### config.mk
export PLATFORM = sky130hd
export DESIGN_NAME = vscb_back
export DESIGN_NICKNAME = d
export VERILOG_FILES = /design/src/hdl/vscb_pkg.sv /design/src/hdl/vscb_back.sv
export SDC_FILE = /design/constraint.sdc
export NUM_CORES = 1
export LEC_CHECK = 0
export BUFFER_PORTS_ARGS = -buffer_cell sky130_fd_sc_hd__buf_2
export CAP_MARGIN = 10
export CORE_MARGIN = 8
export CORE_UTILIZATION = 35
export DETAILED_ROUTE_END_ITERATION = 8
export PLACE_DENSITY_LB_ADDON = 0.3
export SLEW_MARGIN = 10
export SYNTH_ARGS = -nofsm -noshare
export SYNTH_HDL_FRONTEND = slang
export SYNTH_SLANG_ARGS = --single-unit
### constraint.sdc
create_clock -name clk -period 6.3 [get_ports clk]
set_input_delay 0.63 -clock clk [delete_from_list [all_inputs] [get_ports clk]]
set_output_delay 0.63 -clock clk [all_outputs]
set_load 0.02 [all_outputs]
### src/hdl/vscb_pkg.sv
// ----------------------------------------------------------------------------
// vscb_pkg
// Shared widths, register map, sideband types and saturation helper for the
// Verlet substep with circular bound.
// ----------------------------------------------------------------------------
package vscb_pkg;

  localparam int POS_W     = 24;
  localparam int DIFF_W    = 25;
  localparam int LIM_W     = 23;
  localparam int DSQ_W     = 50;
  localparam int PROD_W    = 48;
  localparam int GQ_W      = 30;
  localparam int SQ_STEPS  = DSQ_W / 2;   // one root bit per stage
  localparam int ROOT_W    = SQ_STEPS;
  localparam int SQREM_W   = ROOT_W + 1;
  localparam int QUO_W     = 24;          // quotient stays below 2^24
  localparam int NUM_W     = PROD_W + 1;
  localparam int ADDR_W    = 5;

  localparam logic [ADDR_W-1:0] ADDR_DT   = ADDR_W'(0);
  localparam logic [ADDR_W-1:0] ADDR_GRAV = ADDR_W'(4);
  localparam logic [ADDR_W-1:0] ADDR_CX   = ADDR_W'(8);
  localparam logic [ADDR_W-1:0] ADDR_CY   = ADDR_W'(12);
  localparam logic [ADDR_W-1:0] ADDR_BRAD = ADDR_W'(16);

  localparam logic [31:0]             RST_DT   = 32'd33140;
  localparam logic signed [15:0]      RST_GRAV = 16'sd500;
  localparam logic signed [POS_W-1:0] RST_CX   = 24'sd4096000;
  localparam logic signed [POS_W-1:0] RST_CY   = 24'sd2048000;
  localparam logic [LIM_W-1:0]        RST_BRAD = 23'd2048000;

  // item sideband that rides along the root and divide pipelines
  typedef struct packed {
    logic signed [POS_W-1:0] px;
    logic signed [POS_W-1:0] py;
    logic signed [POS_W-1:0] qx;
    logic signed [POS_W-1:0] qy;
    logic                    sx;     // dx negative
    logic                    sy;     // dy negative
    logic                    clamp;
    logic signed [GQ_W-1:0]  gq;     // rounded gravity term
  } side_t;

  typedef struct packed {
    side_t              side;
    logic [PROD_W-1:0]  mx;          // |dx| * limit
    logic [PROD_W-1:0]  my;          // |dy| * limit
  } sq_side_t;

  function automatic logic signed [POS_W-1:0] sat24(input logic signed [31:0] v);
    logic signed [31:0] hi;
    logic signed [31:0] lo;
    hi = 32'sd8388607;
    lo = -32'sd8388608;
    if (v > hi) begin
      return 24'sh7FFFFF;
    end else if (v < lo) begin
      return 24'sh800000;
    end
    return v[POS_W-1:0];
  endfunction

endpackage

### src/hdl/vscb_back.sv
// ----------------------------------------------------------------------------
// vscb_back
// Two-stage back end: constrained position, then Verlet update with
// saturation.
// ----------------------------------------------------------------------------
module vscb_back (
  input  logic                              clk,
  input  logic                              rst_n,
  input  logic                              in_vld,
  input  logic [vscb_pkg::QUO_W-1:0]        quo_x,
  input  logic [vscb_pkg::QUO_W-1:0]        quo_y,
  input  vscb_pkg::side_t                   in_side,
  input  logic signed [vscb_pkg::POS_W-1:0] cen_x,
  input  logic signed [vscb_pkg::POS_W-1:0] cen_y,
  output logic                              out_vld,
  output logic signed [vscb_pkg::POS_W-1:0] nx,
  output logic signed [vscb_pkg::POS_W-1:0] ny,
  output logic signed [vscb_pkg::POS_W-1:0] cx,
  output logic signed [vscb_pkg::POS_W-1:0] cy,
  output logic                              clamped
);

  logic signed [31:0] offx, offy;
  logic               v1_r;
  logic signed [vscb_pkg::POS_W-1:0] cx1_r, cy1_r, qx1_r, qy1_r;
  logic signed [vscb_pkg::GQ_W-1:0]  gq1_r;
  logic               cl1_r;

  assign offx = in_side.sx ? -$signed({8'b0, quo_x}) : $signed({8'b0, quo_x});
  assign offy = in_side.sy ? -$signed({8'b0, quo_y}) : $signed({8'b0, quo_y});

  always_ff @(posedge clk) begin
    if (!rst_n) v1_r <= 1'b0;
    else        v1_r <= in_vld;
    cx1_r <= in_side.clamp ? vscb_pkg::sat24(32'(cen_x) + offx) : in_side.px;
    cy1_r <= in_side.clamp ? vscb_pkg::sat24(32'(cen_y) + offy) : in_side.py;
    qx1_r <= in_side.qx;
    qy1_r <= in_side.qy;
    gq1_r <= in_side.gq;
    cl1_r <= in_side.clamp;
  end

  logic               v2_r;
  logic signed [vscb_pkg::POS_W-1:0] nx2_r, ny2_r, cx2_r, cy2_r;
  logic               cl2_r;

  always_ff @(posedge clk) begin
    if (!rst_n) v2_r <= 1'b0;
    else        v2_r <= v1_r;
    nx2_r <= vscb_pkg::sat24(32'(cx1_r) * 2 - 32'(qx1_r));
    ny2_r <= vscb_pkg::sat24(32'(cy1_r) * 2 - 32'(qy1_r) + 32'(gq1_r));
    cx2_r <= cx1_r;
    cy2_r <= cy1_r;
    cl2_r <= cl1_r;
  end

  assign out_vld = v2_r;
  assign nx      = nx2_r;
  assign ny      = ny2_r;
  assign cx      = cx2_r;
  assign cy      = cy2_r;
  assign clamped = cl2_r;

endmodule

==> results.md, run 1 <==
- Final Core Density: 42.3%
- Die area: 47,500 µm²
- CP max stage delay: 0.82 ns
- Combinational share of power: 46.2%
- All-layer global routing usage: 17.2%
- CTS buffer count: 24
- Minimum clock period: 5.77 ns
- Clk Tree Root Cell: clkbuf_16
- CP Cell Sequence: buf_2, or4_1, nor4_4, or3b_2, or2_2, o21ai_0, xnor2_1, ha_1, a21oi_1, o21ai_0, a221oi_1, o21ai_0, a21oi_1, o311a_1, o21ai_0, nand4b_1, o21ai_2, o22ai_1
- Syn. warnings: 0
- Area growth from synthesis to layout: 20.3%
- First-pass GRT wire length: 66.6 mm
- DP HPWL: 36.5 mm
- Share of cells above drive strength 1: 20.5%
- Cts hold-fix bufs: 0
- Io pins: 326
- Post-CTS sizing: 0
- Fmax achieved: 0.173 GHz
- Drt pass-1 iters: 5
- Syn avg cell area: 8.69 µm²
- Input/output buffers: 325
- First DRT Iteration DRCs: 684
- Crit path DAT: 6.13 ns
- Share of flip-flops with an asynchronous set or reset: 0%
- Gpl congestion: 0.904
- DRC viols: 0
- Largest net degree at the start of global routing: 75
- Via Count: 12,600
- Final Hold Vio Count: 0
- Crit-path max FO: 23
- Die W: 218 µm
- Req. time, crit path: 6.65 ns
- Met1 wire length: 20.5 mm
- CTS sink cnt: 226
- Crit path launch type: primary input
- Clk buf depth: 3
- Core area: 40,600 µm²
- Slew Limit Fails: 0
- Final setup TNS: 0 ns
- Antenna viol nets, final: 0
- Status: finished, final reports clean
- P_sw: 2.37 mW
- Max Clock Skew: 0.0132 ns
- Register share of total power: 30.8%
- Leakage power: 8.17 nW
- WP buf/inv: 1
- Final Cycle Share: 91.6%
- Final nets: 2,330
- Grt ovf: 0
- Area leader, netlist: dfxtp_1
- Number of synthesized flops with an enable pin: 0
- WL met2: 19.6 mm
- DR WL met3: 2.07 mm
- RSZ-0062 raised after global routing: false
- Slew @ Worst Pin: 1.07 ns
- CP top delay family: compound AO/OA/AOI/OAI gates
- Routed wire per std cell: 17.3 µm
- Hold WC Path Type: in2reg
- Switching Fraction: 39.2%
- Flip-flop and latch count after synthesis: 226
- Yosys top cell area share: 31.7%
- Vias per cell: 5.03
- Post-CTS setup buffer count: 0
- Rel. slew slack: 28.5%
- Crit path max-delay cell type: o21ai_2
- Peak supply drop: 0.000187 V
- Worst setup path category: in2reg
- Initial antenna violation count: 6
- Top Layer Used: met4
- Synth Net Count: 2,029
- Seq/Total Area, Yosys: 31.7%
- CTS tree: built
- Number of global-route vias before repair: 12,500
- Gate Count Post-Synth: 1,642
- Synth area leaders: dfxtp_1 (32%), ha_1 (11%), xnor2_1 (6.0%), inv_1 (4.8%), a21o_1 (4.7%)
- Cell Area, Synth: 14,300 µm²
- Final WL: 43.3 mm
- Die Ht: 218 µm
- Pwr dens: 353 nW/µm²
- Crit end category: flip-flop
- Clk pin slew, worst setup/hold paths: 0.06 ns
- Clk pwr share: 22.9%
- Internal power: 3.68 mW
- Prevailing post-synth register cell: dfxtp_1
- Crit path top cell by count: o21ai_0
- Placed Area: 16,400 µm²
- Starting Density: 35.2%
- Post-route design area: 17,200 µm²
- Cell variety after synth: 80
- H-tree depth: 1
- Max-cap viol count: 0
- Final setup vio count: 0
- Skew-Pair Late Insertion Delay: 0.52 ns
- Core Rows: 74
==> registers in the layout (all words and copies together) (netlist names) <==
register / count
nx: 24
cx: 24
qx1_r: 24
cl1_r: 1
qy1_r: 24
gq1_r: 30
clamped: 1
v1_r: 1
cx1_r: 24
ny: 24
cy1_r: 24
out_vld: 1
cy: 24
==> cell families (layout without fill, tap and decap cells) <==
logic type	Yosys count	after routing	synth area share, %
DFF	226	226	31.7
muxes	1	1	0.0701
AOI/OAI and AO/OA	520	520	24.6
xor gates and xnor gates	142	142	8.77
buffers and inverters	239	557	6.66
adders and majority gates	159	159	15.7
and+or+nand+nor	355	355	12.5
other	0	7	0
==> path summary, 6_finish.rpt <==
kind	startpoint	to	slack [ns]	cells past startpoint
max reg2reg	cy1_r[0]	ny[12]	1.35	15
max	quo_y[8]	cy1_r[5]	0.53	18
min reg2reg	cl1_r	clamped	0.33	0
min	in_side[23]	gq1_r[23]	0.21	1
==> Yosys cell counts, drive strengths merged (20+ instances only) <==
cell and instances:
a211oi 36, a21o 89, a21oi 98, clkbuf 45
dfxtp 226, fa 33, ha 126, inv 183
nand2 80, nand2b 20, nand3 31, nor2 104
nor3 24, o21ai 102, o22ai 43, xnor2 99
xor2 43
==> worst reg2reg max path, delay by kind of cell, from the launching register on <==
kind,cells,cell delay (ns)
xor gates and xnor gates,1,0.34
adders and majority gates,3,1.15
DFF,1,0.46
buffers and inverters,2,0.14
AOI/OAI and AO/OA,9,2.72
==> stage by stage <==
step	power, mW	std cells	worst slack (ns)	hold WS (ns)
floorplan	3.87	1642	1.10	0.310
detailed placement	4.70	2449	0.00701	0.313
global route	6.48	2498	0.0893	0.182
finish	6.06	2499	0.526	0.214
global placement	4.66	2449	0.105	0.313
CTS	6.11	2492	0.544	0.189
==> layout make-up <==
type | count | area [µm²]
Fill cell | 4096 | 23400
Multi-Input combinational cell | 1177 | 8820
Sequential cell | 226 | 4520
Timing Repair Buffer | 331 | 1670
Clock buffer | 34 | 699
Inverter | 183 | 687
Tap cell | 532 | 666
Clock inverter | 9 | 90.1
Antenna cell | 7 | 17.5
==> metal layers <==
metal / vias to the layer above / track usage [%]
met5: - / 0
met4: 0 / 5.44
met3: 59 / 2.27
met2: 302 / 27.8
met1: 5820 / 23.4
li1: 6394 / -
==> cell usage in the layout (no fill, tap or decap), drive strengths merged, types with 80 or more instances in the layout <==
| cell | synthesis | routed |
|---|---|---|
| a21oi | 98 | 98 |
| a21o | 89 | 89 |
| ha | 126 | 126 |
| o21ai | 102 | 102 |
| inv | 183 | 184 |
| buf | 11 | 331 |
| nand2 | 80 | 80 |
| xnor2 | 99 | 99 |
| nor2 | 104 | 104 |
| dfxtp | 226 | 226 |
==> power groups by stage <==
stage | Clock, mW | Combinational [mW] | Sequential [mW]
after floorplan | 0 | 1.75 | 2.12
after global placement | 0 | 2.77 | 1.90
after detailed placement | 0 | 2.79 | 1.90
after CTS | 1.43 | 2.81 | 1.87
after global routing | 1.50 | 3.09 | 1.90
final | 1.39 | 2.80 | 1.87
Power figures use the tool's default switching activity.
==> run 2, diff against run 1 <==
Clock period 6.3 ns to 5.6 ns, I/O delays scaled along.
==> run 2 against run 1 <==
Effect of this change:
- clock skew decreased by 0.0034 ns
- sequential share of layout area decreased by 0.15 points
- flip-flop and latch count unchanged
- largest cell class unchanged
==> results.md, run 2 (synthesized netlist as in run 1, its figures left out) <==
- Slew @ Worst Pin: 0.895 ns
- Die Ht: 218 µm
- Register share of total power: 30.6%
- Leakage power: 8.22 nW
- First DRT Iteration DRCs: 546
- Pwr dens: 398 nW/µm²
- Clk Tree Root Cell: clkbuf_16
- Die W: 218 µm
- Clk pwr share: 23.3%
- All-layer global routing usage: 17.1%
- Crit path DAT: 5.48 ns
- Input/output buffers: 325
- Status: finished, final reports clean
- Switching Fraction: 39.4%
- Slew Limit Fails: 0
- Clk buf depth: 3
- Biggest register: gq1_r
- Drt pass-1 iters: 5
- P_sw: 2.71 mW
- Skew-Pair Late Insertion Delay: 0.53 ns
- Crit-path max FO: 23
- Routed wire per std cell: 17.2 µm
- CP Cell Sequence: buf_2, or4_1, nor4_4, or3b_2, or2_2, o41ai_1, xnor2_1, ha_1, and2_1, a21oi_1, o21ai_0, a21o_1, a221oi_1, o21ai_0, xnor2_1, nor4_1, a31oi_4, buf_12, o22ai_1
- Antenna viol nets, final: 0
- Minimum clock period: 5.04 ns
- Final Core Density: 42.6%
- Cts hold-fix bufs: 0
- Hold Startpoint: in_side[37]
- Core Rows: 74
- CP max stage delay: 0.64 ns
- Crit path max-delay cell type: or4_1
- Rel. slew slack: 40.2%
- Internal power: 4.16 mW
- RSZ-0062 raised after global routing: false
- CTS sink cnt: 226
- First-pass GRT wire length: 65.9 mm
- Crit end category: flip-flop
- Fmax achieved: 0.199 GHz
- Core area: 40,600 µm²
- Die area: 47,500 µm²
- Req. time, crit path: 6.05 ns
- Io pins: 326
- Hold WC Path Type: in2reg
- Area growth from synthesis to layout: 21.0%
- Placed Area: 16,400 µm²
- Final setup TNS: 0 ns
- CTS buffer count: 23
- Final Hold Vio Count: 0
- Gpl congestion: 0.877
- Crit path launch type: primary input
- Max Clock Skew: 0.00978 ns
- Share of cells above drive strength 1: 20.9%
- DP HPWL: 36.3 mm
- Max-cap viol count: 0
- Max reg flops: 30
- Grt ovf: 0
- Worst setup path category: in2reg
- Final nets: 2,335
- Final WL: 43.1 mm
- Clk pin slew, worst setup/hold paths: 0.06 ns
- CTS tree: built
- Starting Density: 35.2%
- Most common cell after layout, fill and taps aside: buf_2
- Most frequent cells in the layout: buf_2 (325), dfxtp_1 (226), inv_1 (183)
- Largest net degree at the start of global routing: 75
- Number of global-route vias before repair: 12,300
- Post-CTS setup buffer count: 0
- Vias per cell: 5.03
- Post-route design area: 17,300 µm²
- Combinational share of power: 46.1%
- Initial antenna violation count: 9
- H-tree depth: 1
- Via Count: 12,600
- Reg2reg start: cy1_r[0]
- Peak supply drop: 0.000208 V
- DRC viols: 0
- Final setup vio count: 0
- Post-CTS sizing: 0
- Final Cycle Share: 90.0%
- CP Launch Point: quo_y[8]
-- run 2: layer usage --
layer	track usage, %	share of wire [%]
met5	0	0.053
met4	6.11	2.9
met3	2.32	4.7
met2	27.6	45
met1	23.2	47
-- run 2: per-stage QoR --
stage | hold slack (ns) | std cells | setup WS [ns] | power, mW
2_1_floorplan | 0.310 | 1642 | 0.468 | 4.36
3_3_place_gp | 0.317 | 2455 | 0.120 | 5.27
3_5_place_dp | 0.321 | 2455 | 0.0372 | 5.30
4_1_cts | 0.108 | 2497 | 0.575 | 6.92
5_1_grt | 0.111 | 2503 | 0.130 | 7.34
6_report | 0.134 | 2504 | 0.562 | 6.87
-- run 2: critical path, delay by kind of cell --
family	cells	cell delay, ns
adder cells (fa/ha/maj)	1	0.31
AO/OA/AOI/OAI	8	1.50
buffers and inverters	2	0.31
XOR/XNOR	2	0.35
AND/OR/NAND/NOR	6	2.44
-- run 2: final cells by class --
type	count	area [µm²]
fill	4096	23300
clock inverter	13	156
sequential	226	4520
antenna	7	17.5
tap	532	666
inverter	183	687
timing repair buffer	337	1750
multi-input combinational	1177	8820
clock buffer	29	648
-- run 2: worst paths after layout --
kind	end	slack, ns	cells after the start
max	cy1_r[5]	0.56	19
min	qy1_r[4]	0.13	1
max reg2reg	ny[10]	1.03	16
min reg2reg	clamped	0.33	0
-- run 2: power by group through the flow --
stage / sequential [mW] / clock (mW) / combinational [mW]
after global placement: 2.14 / 0 / 3.13
final: 2.10 / 1.60 / 3.17
after CTS: 2.11 / 1.64 / 3.17
after detailed placement: 2.14 / 0 / 3.15
after global routing: 2.14 / 1.71 / 3.50
after floorplan: 2.39 / 0 / 1.97
==> run 3, diff against run 2 <==
Settings changed: CORE_MARGIN 8 to 10, CTS_BUF_LIST set to sky130_fd_sc_hd__clkbuf_8.
==> run 3 against run 2 <==
Effect of this change:
- register-to-register slack got worse by 0.21 ns
- flip-flop and latch count stayed put
- non-clock buffer count decreased by 2
- critical path depth unchanged
- first-iteration DRC count increased by 19%
- die area is 3.7% higher
- final cell count is 0.60% higher
- worst hold slack lost 0.021 ns
- global-route usage grew 0.070 points
- combinational power barely moved
- largest power group unchanged
- setup slack lost 0.066 ns
- clock power shrank 3%
==> results.md, run 3 (synthesized netlist as in run 1, its figures left out) <==
- Status: finished, final reports clean
- Area growth from synthesis to layout: 20.9%
- Clk Tree Root Cell: clkbuf_8
- Die Ht: 222 µm
- RSZ-0062 raised after global routing: false
- Clk pwr share: 22.8%
- Worst r2r path cells: 15
- Most frequent cells in the layout: buf_2 (325), dfxtp_1 (226), inv_1 (188)
- Number of global-route vias before repair: 12,600
- Rel. slew slack: 38.5%
- All-layer global routing usage: 17.2%
- CP Launch Point: quo_y[8]
- Final setup margin: 0.497 ns
- Crit-path max FO: 23
- Routed wire per std cell: 17.6 µm
- Crit path launch type: primary input
- CP max stage delay: 0.62 ns
- Leakage power: 8.24 nW
- First-pass GRT wire length: 69.2 mm
- Input/output buffers: 325
- Pwr dens: 396 nW/µm²
- Setup WS pre-CTS: -0.0386 ns
- Largest net degree at the start of global routing: 50
- DP HPWL: 37.3 mm
- Max Clock Skew: 0.0158 ns
- Io pins: 326
- R2r setup slk: 0.82 ns
- Core Rows: 73
- Combinational share of power: 46.4%
- Clk buf depth: 3
- Crit path DAT: 5.56 ns
- Crit end category: flip-flop
- Skew-Pair Late Insertion Delay: 0.54 ns
- Layout fillers: 3,961
- Final std cells w/o fill: 2,519
- Placed cells: 2,446
- Post-CTS setup buffer count: 0
- CTS buffer count: 38
- Hold path cells: 1
- Gpl congestion: 0.877
- Peak supply drop: 0.000164 V
- Clk pin slew, worst setup/hold paths: 0.06 ns
- Slew Limit Fails: 0
- Register share of total power: 30.8%
- Switching Fraction: 39.9%
- Minimum clock period: 5.10 ns
- Final setup TNS: 0 ns
- Vias per cell: 5.03
- Cts hold-fix bufs: 0
- Antenna viol nets, final: 0
- DRC viols: 0
- Total chip power: 6.83 mW
- Reg2reg start: cy1_r[1]
- Final WL: 44.4 mm
- Share of cells above drive strength 1: 21.6%
- Register Area: 4520 µm²
- Fmax achieved: 0.196 GHz
- Reg2Reg Capture Point: ny[9]
- CTS tree: built
- Final setup vio count: 0
- Die area: 49,300 µm²
- Drt pass-1 iters: 5
- Internal power: 4.11 mW
- Grt ovf: 0
- Starting Density: 35.7%
- Min Hold Slack: 0.112 ns
- Core area: 40,000 µm²
- Worst setup path category: in2reg
- CP Cell Sequence: buf_2, or4_1, nor4_4, or3b_2, or2_2, o41ai_1, xnor2_1, ha_1, and2_1, a21oi_1, o21ai_0, a21o_1, a221oi_1, o21ai_0, xnor2_1, nor4_1, a31oi_4, buf_12, o22ai_1
- Crit path max-delay cell type: or4_1
- Hold Startpoint: in_side[21]
- Max reg flops: 30
- First DRT Iteration DRCs: 650
- Final Cycle Share: 91.1%
- P_sw: 2.72 mW
- Multi-input logic area: 8820 µm²
- H-tree depth: 2
- Final Hold Vio Count: 0
- Hold WC Path Type: in2reg
- CTS sink cnt: 226
- Slew @ Worst Pin: 0.919 ns
- Hold EP: gq1_r[21]
- Via Count: 12,700
- Post-CTS sizing: 0
- Max-cap viol count: 0
- Biggest register: gq1_r
- Initial antenna violation count: 7
- Most common cell after layout, fill and taps aside: buf_2
- Die W: 222 µm
- Final nets: 2,348
- Req. time, crit path: 6.06 ns
-- run 3: cell types whose count changed in the layout (fill, tap and decap cells not counted), moves of 2 or more --
| cell | delta |
|---|---|
| buf_4 | -2 |
| clkbuf_16 | -23 |
| clkbuf_8 | +43 |
| clkinv_2 | +2 |
| clkinv_4 | -3 |
| clkinvlp_4 | +4 |
| inv_1 | +5 |
-- run 3: stage by stage --
step	area, µm²	utilization (%)
2_1_floorplan	14300	-
3_3_place_gp	16400	41.1
3_5_place_dp	16400	41.1
4_1_cts	17200	43.1
5_1_grt	17300	43.1
6_report	17300	43.2
-- run 3: worst max path at each step --
stage           endpoint  cells after the start
2_1_floorplan  cy1_r[10]                     19
3_3_place_gp    cx1_r[1]                     17
3_5_place_dp    cy1_r[0]                     18
4_1_cts         cy1_r[0]                     18
5_1_grt         cx1_r[0]                     19
6_report        cy1_r[0]                     19
-- run 3: worst max-delay path: cells and delay by family --
kind / cells / cell delay (ns)
compound gates: 8 / 1.61
xor+xnor: 2 / 0.33
fa+ha+maj: 1 / 0.31
buf+inv: 2 / 0.32
simple gates: 6 / 2.43
-- run 3: power groups by stage --
stage	Sequential (mW)	Clock (mW)	Combinational (mW)
2_1_floorplan	2.39	0	1.97
4_1_cts	2.11	1.60	3.18
5_1_grt	2.14	1.68	3.51
3_3_place_gp	2.14	0	3.13
6_report	2.11	1.56	3.17
3_5_place_dp	2.14	0	3.15
-- run 3: final cells by class --
type	instances	area share (%)
antenna	6	0.0870
clock buffer	48	3.83
clock inverter	19	0.935
inverter	183	3.98
multi-input combinational	1177	51.1
sequential	226	26.2
tap	525	3.81
timing repair buffer	335	10.1
-- run 3: routing by layer --
| metal | track usage, % | wire (µm) |
|---|---|---|
| met1 | 22.6 | 20800 |
| met2 | 28.1 | 20500 |
| met3 | 2.85 | 2120 |
| met4 | 5.31 | 1010 |
| met5 | 0 | 13 |
